--- config.mk ---
export PLATFORM = sky130hd
export DESIGN_NAME = barograph_download_parser
export DESIGN_NICKNAME = d
export VERILOG_FILES = /design/src/hw/rtl/bdp_pkg.sv /design/src/hw/rtl/barograph_download_parser.sv
export VERILOG_INCLUDE_DIRS = /design/src /design/src/hw/rtl
export SDC_FILE = /design/constraint.sdc
export NUM_CORES = 1
export LEC_CHECK = 0
export ABC_AREA = 1
export BUFFER_PORTS_ARGS = -buffer_cell sky130_fd_sc_hd__buf_2
export CAP_MARGIN = 20
export CORE_MARGIN = 5
export CORE_UTILIZATION = 45
export CTS_CLUSTER_SIZE = 20
export DETAILED_ROUTE_END_ITERATION = 16
export PLACE_DENSITY_LB_ADDON = 0.15
export SETUP_SLACK_MARGIN = 0.02
export SLEW_MARGIN = 20
export SYNTH_ARGS = -nofsm -noshare
export SYNTH_HDL_FRONTEND = slang
export SYNTH_SLANG_ARGS = --single-unit
--- constraint.sdc ---
create_clock -name clk_i -period 11.5 [get_ports clk_i]
set_input_delay 0 -clock clk_i [delete_from_list [all_inputs] [get_ports clk_i]]
set_output_delay 0 -clock clk_i [all_outputs]
set_load 0.02 [all_outputs]
--- src/hw/rtl/barograph_download_parser_defines.svh ---
// Assertion macros for the barograph download parser.
// Used by the top level; expects clk_i and rst_ni in scope.
`ifndef BAROGRAPH_DOWNLOAD_PARSER_DEFINES_SVH
`define BAROGRAPH_DOWNLOAD_PARSER_DEFINES_SVH

// Check a property on every clock edge outside reset.
`define BDP_ASSERT(lbl, prop) \
  lbl: assert property (@(posedge clk_i) disable iff (!rst_ni) prop) \
    else $error("bdp assertion failed");

// Check a property on every clock edge, reset included.
`define BDP_ASSERT_ALWAYS(lbl, prop) \
  lbl: assert property (@(posedge clk_i) prop) \
    else $error("bdp assertion failed");

`endif

--- src/hw/rtl/bdp_pkg.sv ---
// Package for the barograph download parser: field codes, sizes, constants.
// No dependencies.
package bdp_pkg;

  typedef enum logic [3:0] {
    FS_SYNC   = 4'd0,
    FS_FLIGHT = 4'd1,
    FS_LEN    = 4'd2,
    FS_SERIAL = 4'd3,
    FS_NAME   = 4'd4,
    FS_DATE   = 4'd5,
    FS_YEAR   = 4'd6,
    FS_MAX1   = 4'd7,
    FS_MAX2   = 4'd8,
    FS_CLIMB  = 4'd9,
    FS_DUR    = 4'd10,
    FS_IVAL   = 4'd11,
    FS_START  = 4'd12,
    FS_END    = 4'd13,
    FS_ALT    = 4'd14,
    FS_SPD    = 4'd15
  } field_e;

  localparam logic [3:0]         KindSyncErr = 4'd14;
  localparam logic [7:0]         SyncBase    = 8'h30;
  localparam logic [4:0]         SyncLen     = 5'd6;
  localparam logic signed [16:0] InitBudget  = 17'sd100;
  localparam logic signed [16:0] LenAdjust   = 17'sd2;

  // Byte count of each header or sample field.
  function automatic logic [4:0] field_bytes(field_e fs);
    logic [4:0] n;
    case (fs)
      FS_SYNC:   n = 5'd6;
      FS_FLIGHT: n = 5'd1;
      FS_NAME:   n = 5'd25;
      FS_IVAL:   n = 5'd1;
      FS_SPD:    n = 5'd1;
      default:   n = 5'd2;
    endcase
    return n;
  endfunction

  // Remaining budget as reported, floored at zero.
  function automatic logic [15:0] clamp_left(logic signed [16:0] b);
    logic [15:0] r;
    if (b <= 17'sd0) r = 16'd0;
    else r = b[15:0];
    return r;
  endfunction

endpackage

--- src/hw/rtl/barograph_download_parser.sv ---
// Barograph download parser top level: byte parser and result register.
// Depends on bdp_pkg and barograph_download_parser_defines.svh.
`include "barograph_download_parser_defines.svh"

// Takes one download byte (or a restart) per cycle: the field parser is a
// single state update between the input handshake and the result register,
// so a new word is accepted every cycle as long as the result register is
// empty or being drained. A word yields at most one result, on the cycle
// after it is accepted. After a sync error or an exhausted byte budget the
// parser ignores bytes until a restart word.
module barograph_download_parser (
  input  logic        clk_i,
  input  logic        rst_ni,
  input  logic        in_valid_i,
  output logic        in_ready_o,
  input  logic        op_i,
  input  logic [7:0]  rx_byte_i,
  output logic        out_valid_o,
  input  logic        out_ready_i,
  output logic [3:0]  kind_o,
  output logic [15:0] value_o,
  output logic [31:0] time_offset_o,
  output logic [15:0] bytes_left_o,
  output logic        finished_o
);
  import bdp_pkg::*;

  field_e             field_q, field_d;
  logic [4:0]         byte_index_q, byte_index_d;
  logic [15:0]        assembly_q, assembly_d;
  logic               sync_bad_q, sync_bad_d;
  logic signed [16:0] budget_q, budget_d;
  logic [7:0]         log_interval_q, log_interval_d;
  logic [31:0]        elapsed_q, elapsed_d;
  logic               halted_q, halted_d;

  logic               out_valid_q;
  logic [3:0]         kind_q;
  logic [15:0]        value_q;
  logic [31:0]        time_offset_q;
  logic [15:0]        bytes_left_q;
  logic               finished_q;

  logic               in_fire;
  logic               res_valid;
  logic [3:0]         res_kind;
  logic [15:0]        res_value;
  logic [31:0]        res_toff;
  logic [15:0]        res_left;
  logic               res_fin;

  logic [4:0]         need;
  logic [4:0]         idx_inc;
  logic [15:0]        asm_new;
  logic [15:0]        fld_value;
  logic               bad_new;
  logic signed [16:0] budget_sub;
  logic signed [16:0] budget_new;

  assign in_ready_o = !out_valid_q || out_ready_i;
  assign in_fire    = in_valid_i && in_ready_o;

  always_ff @(posedge clk_i or negedge rst_ni) begin
    if (!rst_ni) begin
      field_q        <= FS_SYNC;
      byte_index_q   <= '0;
      assembly_q     <= '0;
      sync_bad_q     <= 1'b0;
      budget_q       <= InitBudget;
      log_interval_q <= '0;
      elapsed_q      <= '0;
      halted_q       <= 1'b0;
    end else begin
      field_q        <= field_d;
      byte_index_q   <= byte_index_d;
      assembly_q     <= assembly_d;
      sync_bad_q     <= sync_bad_d;
      budget_q       <= budget_d;
      log_interval_q <= log_interval_d;
      elapsed_q      <= elapsed_d;
      halted_q       <= halted_d;
    end
  end

  always_comb begin
    field_d        = field_q;
    byte_index_d   = byte_index_q;
    assembly_d     = assembly_q;
    sync_bad_d     = sync_bad_q;
    budget_d       = budget_q;
    log_interval_d = log_interval_q;
    elapsed_d      = elapsed_q;
    halted_d       = halted_q;
    res_valid      = 1'b0;
    res_kind       = '0;
    res_value      = '0;
    res_toff       = '0;
    res_left       = '0;
    res_fin        = 1'b0;

    need       = field_bytes(field_q);
    idx_inc    = byte_index_q + 5'd1;
    asm_new    = {assembly_q[7:0], rx_byte_i};
    fld_value  = (need == 5'd1) ? {8'h00, rx_byte_i} : asm_new;
    bad_new    = sync_bad_q ||
                 (field_q == FS_SYNC && byte_index_q < SyncLen &&
                  rx_byte_i != (SyncBase + {5'b00000, byte_index_q[2:0]}));
    budget_sub = budget_q - signed'({12'b0, need});
    budget_new = (field_q == FS_LEN) ? (signed'({1'b0, fld_value}) - LenAdjust)
                                     : budget_sub;

    if (in_fire) begin
      if (op_i) begin
        // restart: back to the reset state, no result
        field_d        = FS_SYNC;
        byte_index_d   = '0;
        assembly_d     = '0;
        sync_bad_d     = 1'b0;
        budget_d       = InitBudget;
        log_interval_d = '0;
        elapsed_d      = '0;
        halted_d       = 1'b0;
      end else if (!halted_q) begin
        sync_bad_d = bad_new;
        if (idx_inc < need) begin
          assembly_d   = asm_new;
          byte_index_d = idx_inc;
        end else begin
          byte_index_d = '0;
          assembly_d   = '0;
          budget_d     = budget_new;
          if (field_q == FS_SYNC) begin
            if (bad_new) begin
              halted_d  = 1'b1;
              res_valid = 1'b1;
              res_kind  = KindSyncErr;
              res_left  = clamp_left(budget_new);
              res_fin   = 1'b1;
            end else begin
              field_d = FS_FLIGHT;
            end
          end else begin
            if (field_q == FS_IVAL)  log_interval_d = fld_value[7:0];
            if (field_q == FS_START) elapsed_d = '0;
            if (field_q == FS_ALT) begin
              res_toff  = elapsed_q;
              elapsed_d = elapsed_q + {24'b0, log_interval_q};
            end
            field_d  = (field_q == FS_SPD) ? FS_ALT : field_e'(field_q + 4'd1);
            res_fin  = (budget_new <= 17'sd0);
            if (res_fin) halted_d = 1'b1;
            // the skipped name never reports, even when it ends the budget
            res_valid = (field_q != FS_NAME);
            res_kind  = (field_q < FS_NAME) ? (field_q - 4'd1) : (field_q - 4'd2);
            res_value = fld_value;
            res_left  = clamp_left(budget_new);
          end
        end
      end
    end
  end

  // Result register: load on a new result, drop when taken.
  always_ff @(posedge clk_i or negedge rst_ni) begin
    if (!rst_ni) begin
      out_valid_q <= 1'b0;
    end else if (in_fire && res_valid) begin
      out_valid_q <= 1'b1;
    end else if (out_ready_i) begin
      out_valid_q <= 1'b0;
    end
  end

  always_ff @(posedge clk_i) begin
    if (in_fire && res_valid) begin
      kind_q        <= res_kind;
      value_q       <= res_value;
      time_offset_q <= res_toff;
      bytes_left_q  <= res_left;
      finished_q    <= res_fin;
    end
  end

  assign out_valid_o   = out_valid_q;
  assign kind_o        = kind_q;
  assign value_o       = value_q;
  assign time_offset_o = time_offset_q;
  assign bytes_left_o  = bytes_left_q;
  assign finished_o    = finished_q;

  `BDP_ASSERT(a_restart_clears, in_fire && op_i |=> field_q == FS_SYNC && !halted_q)
  `BDP_ASSERT(a_halted_holds, in_fire && !op_i && halted_q |=> $stable(field_q) && halted_q)
  `BDP_ASSERT(a_finish_halts, out_valid_q && finished_q |-> halted_q)
  `BDP_ASSERT(a_empty_budget_finishes, out_valid_q && bytes_left_q == 16'd0 |-> finished_q)
  `BDP_ASSERT_ALWAYS(a_ready_when_empty, !out_valid_q |-> in_ready_o)

endmodule

==> results.md <==
- Run status: completed
- Fin util: 53.10%
- CTS tree: yes
- Final Max Slew Viols: 0
- Largest family of logic cells by synthesized area: simple AND/OR/NAND/NOR gates
- Initial DRC count: 505
- Hold Slack: 3.031 ps
- Routed met3 length: 1143 um
- Xor-xnor portion of the synthesized cell area: 2.320%
- Critical Path Fanout Max: 39
- Pint: 1213 uW
- Reg2Reg Setup Slack: 7470 ps
- Drt pass-1 iters: 5
- CP peak stage delay: 710 ps
- CTS H-tree lvls: 4
- Top delay family on crit path: simple AND/OR/NAND/NOR gates
- # IOs: 84
- Pin count of the biggest net entering global routing: 70
- Largest cells by area after synthesis: edfxtp_1 26%, dfrtp_1 23%, nand2_1 9.1%, nor2_1 5.8%, inv_1 5.4%
- Clk root buf: clkbuf_16
- DRC: 0
- Mux cell area share after synthesis: 0.1262%
- DP HPWL: 13510 um
- Number of antenna violations at the first check in global routing: 0
- N_diodes: 0
- R2R cell count: 15
- Ys flop type: dfrtp_1
- Area growth, synth to finish: 15.83%
- Final worst setup slack: 7468 ps
- Power Density: 227.0 nW/um^2
- EDFF count, synth: 69
- RR Startpoint: field_q[0]$_DFFE_PN0P_
- Netlist area before placement: 7929 um^2
- R2R Path End: elapsed_q[17]$_DFFE_PN0P_
- Slew margin rel.: 32.04%
- Commonest non-fill, non-tap cell in the layout: nand2_1
- Sw Ratio: 41.81%
- Core footprint: 17300 um^2
- Compound-cell area share of the yosys netlist: 10.40%
- Die Wd: 142.7 um
- First-pass GRT wire length: 31930 um
- Cell variety after synth: 49
- Flop pwr share: 35.0%
- Longest Clk Path Bufs: 2
- Ys Warns: 0
- Starting Density: 45.84%
- Switching pwr: 871.6 uW
- Vias in the first global route: 6288
- Worst slack at placement: 7465 ps
- Post-layout minimum cycle time: 4032 ps
- CTS clk-pin slew, worst paths: 60 ps
- Final wirelength: 19130 um
- Hold Vio Cnt, Final: 0
- Most frequent cells in the layout: 192 x nand2_1, 121 x nor2_1, 114 x inv_1
- Fmax: 248.0 MHz
- Setup TNS: 0 ps
- Per-cell routed wire length: 15.22 um
- Routed length on met1: 9396 um
- Final cycle utilization of the critical path: 35.06%
- Area fraction of the dominant cell type after synthesis: 26.13%
- Critical path startpoint category: register
- Total placed instance area: 8546 um^2
- Cell count after synthesis: 928
- Critical-path top delay cell: nor2_1
- Total GRT Usage: 19.53%
- Cell taking the most area after synthesis: edfxtp_1
- Gr ovfl total: 0
- Crit path DAT: 4300 ps
- Hold-fix buffers at CTS: 9
- Maximum VDD drop: 0.1397 mV
- Combinational power share: 40.1%
- Max-cap violations: 0
- DR WL met2: 8337 um
- Worst min-delay path category: primary input to asynchronous set/reset pin
- Final Wtd Congestion: 0.9184
- Post-Synth Simple-Gate Area: 24.46%
- Port Buffers: 83
- Crit Path Category: register to register
- Fraction of registers with async set or reset after synthesis: 52.74%
- Post-CTS resize count: 0
- Setup violations, final: 0
- Syn_nets: 971
- CTS Buf Count: 17
- Die height: 142.7 um
- Post-route ant nets: 0
- Vias: 6602
- Final layout net count: 1062
- Worst-skew pair later-pin latency: 430 ps
- Register area share after synthesis: 50.48%
- Crit path required time: 11770 ps
- Clock Sinks: 146
- Seq cells post-synth: 146
- Lkg Pwr: 0.004093 uW
- Crit path cell chain: inv_1, ha_1, nand2_2, nand2_1, inv_1, ha_1, nand4_1, o211a_1, nand2_1, nand2_1, nor2_2, buf_4, inv_1, nor2_1, nor3_1
- Highest routed metal layer: met4
- Critical Path End Type: register
- Post-CTS setup buffer count: 0
- Unrepaired setup endpoints after global routing: no
- Final non-filler cell area: 9184 um^2
- Clk_skew: 8.139 ps
- Die area: 20370 um^2
- WP buf/inv: 4
- Avg Inst Size Synth: 8.544 um^2
- Vias per inst: 5.252
- Slew @ Worst Pin: 1019 ps
- Layout cells sized above 1: 15.21%
- # rows: 48
- Post-Synth Adder-Cell Area: 4.923%
- Clock power share: 24.9%
==> worst max path at each step <==
stage / endpoint / startpoint / cells after the start
floorplan: bytes_left_o[0]$_SDFFCE_PP0P_ / field_q[0]$_DFFE_PN0P_ / 12
global placement: elapsed_q[11]$_DFFE_PN0P_ / field_q[0]$_DFFE_PN0P_ / 16
detailed placement: elapsed_q[17]$_DFFE_PN0P_ / field_q[0]$_DFFE_PN0P_ / 16
CTS: elapsed_q[17]$_DFFE_PN0P_ / field_q[0]$_DFFE_PN0P_ / 16
global route: elapsed_q[17]$_DFFE_PN0P_ / field_q[0]$_DFFE_PN0P_ / 16
finish: elapsed_q[17]$_DFFE_PN0P_ / field_q[0]$_DFFE_PN0P_ / 15
==> area by class of cell <==
| cell class | instances | area (um^2) |
|---|---|---|
| fill | 1613 | 8113 |
| sequential | 146 | 4003 |
| multi-input combinational | 636 | 3358 |
| timing repair buffer | 96 | 538.0 |
| inverter | 122 | 457.9 |
| clock buffer | 18 | 429.2 |
| tap | 225 | 281.5 |
| clock inverter | 14 | 116.4 |
==> logic make-up (layout without fill, tap and decap cells) <==
group / Yosys count / in the layout
compound gates: 141 / 141
fa+ha+maj: 30 / 30
flops: 146 / 146
mux: 1 / 1
buf+inv: 146 / 250
simple gates: 443 / 443
xor+xnor: 21 / 21
==> synthesized netlist by cell type, types with 2 or more instances <==
cell	n
dfrtp_1	74
a21oi_1	33
a211oi_1	3
o211ai_1	4
o21ai_1	3
a22oi_1	2
nand3_4	4
ha_1	28
a31oi_1	4
inv_2	6
nand2_1	193
nor2_1	122
nor3_1	14
inv_1	114
nand4_1	16
a21oi_2	2
xor2_1	19
and2_1	2
o21ai_0	59
o21ai_2	2
o22ai_1	12
dfstp_2	3
fa_1	2
nor4_1	7
nand2_2	5
clkinv_1	2
nand3_1	65
o21a_1	8
xnor2_1	2
buf_2	9
edfxtp_1	69
clkbuf_1	13
nor2_2	11
==> power groups by stage <==
stage	clock (uW)	combinational, uW	sequential (uW)
after global routing	552	951	742
after floorplan	0	599	766
after detailed placement	0	830	737
after CTS	530	835	729
after global placement	0	828	738
final	519	836	730
==> per-stage QoR <==
step	power, uW	std cells
floorplan	1365	928
detailed placement	1567	1216
finish	2085	1257
global placement	1566	1216
global route	2245	1257
CTS	2095	1257
==> state kept, by name, summed over array words and instances (netlist names) <==
register        cells
budget_q           17
byte_index_q        5
elapsed_q          32
sync_bad_q          1
log_interval_q      8
kind_o              4
field_q             4
out_valid_o         1
finished_o          1
value_o            16
time_offset_o      32
bytes_left_o       16
halted_q            1
assembly_q          8
==> worst register-to-register path: cells and delay by family, from the launching register on <==
family          cells  cell delay, ps
compound gates      1             160
fa+ha+maj           2             600
buf+inv             4             970
flops               1             450
simple gates        8            1690
==> metal layers <==
metal  GRT usage (%)  up-vias
li1                -     3266
met1           29.06     3110
met2           29.03      196
met3           4.119       30
met4           5.303        0
met5               0        -
No activity file was read; power rests on OpenSTA's default activity.
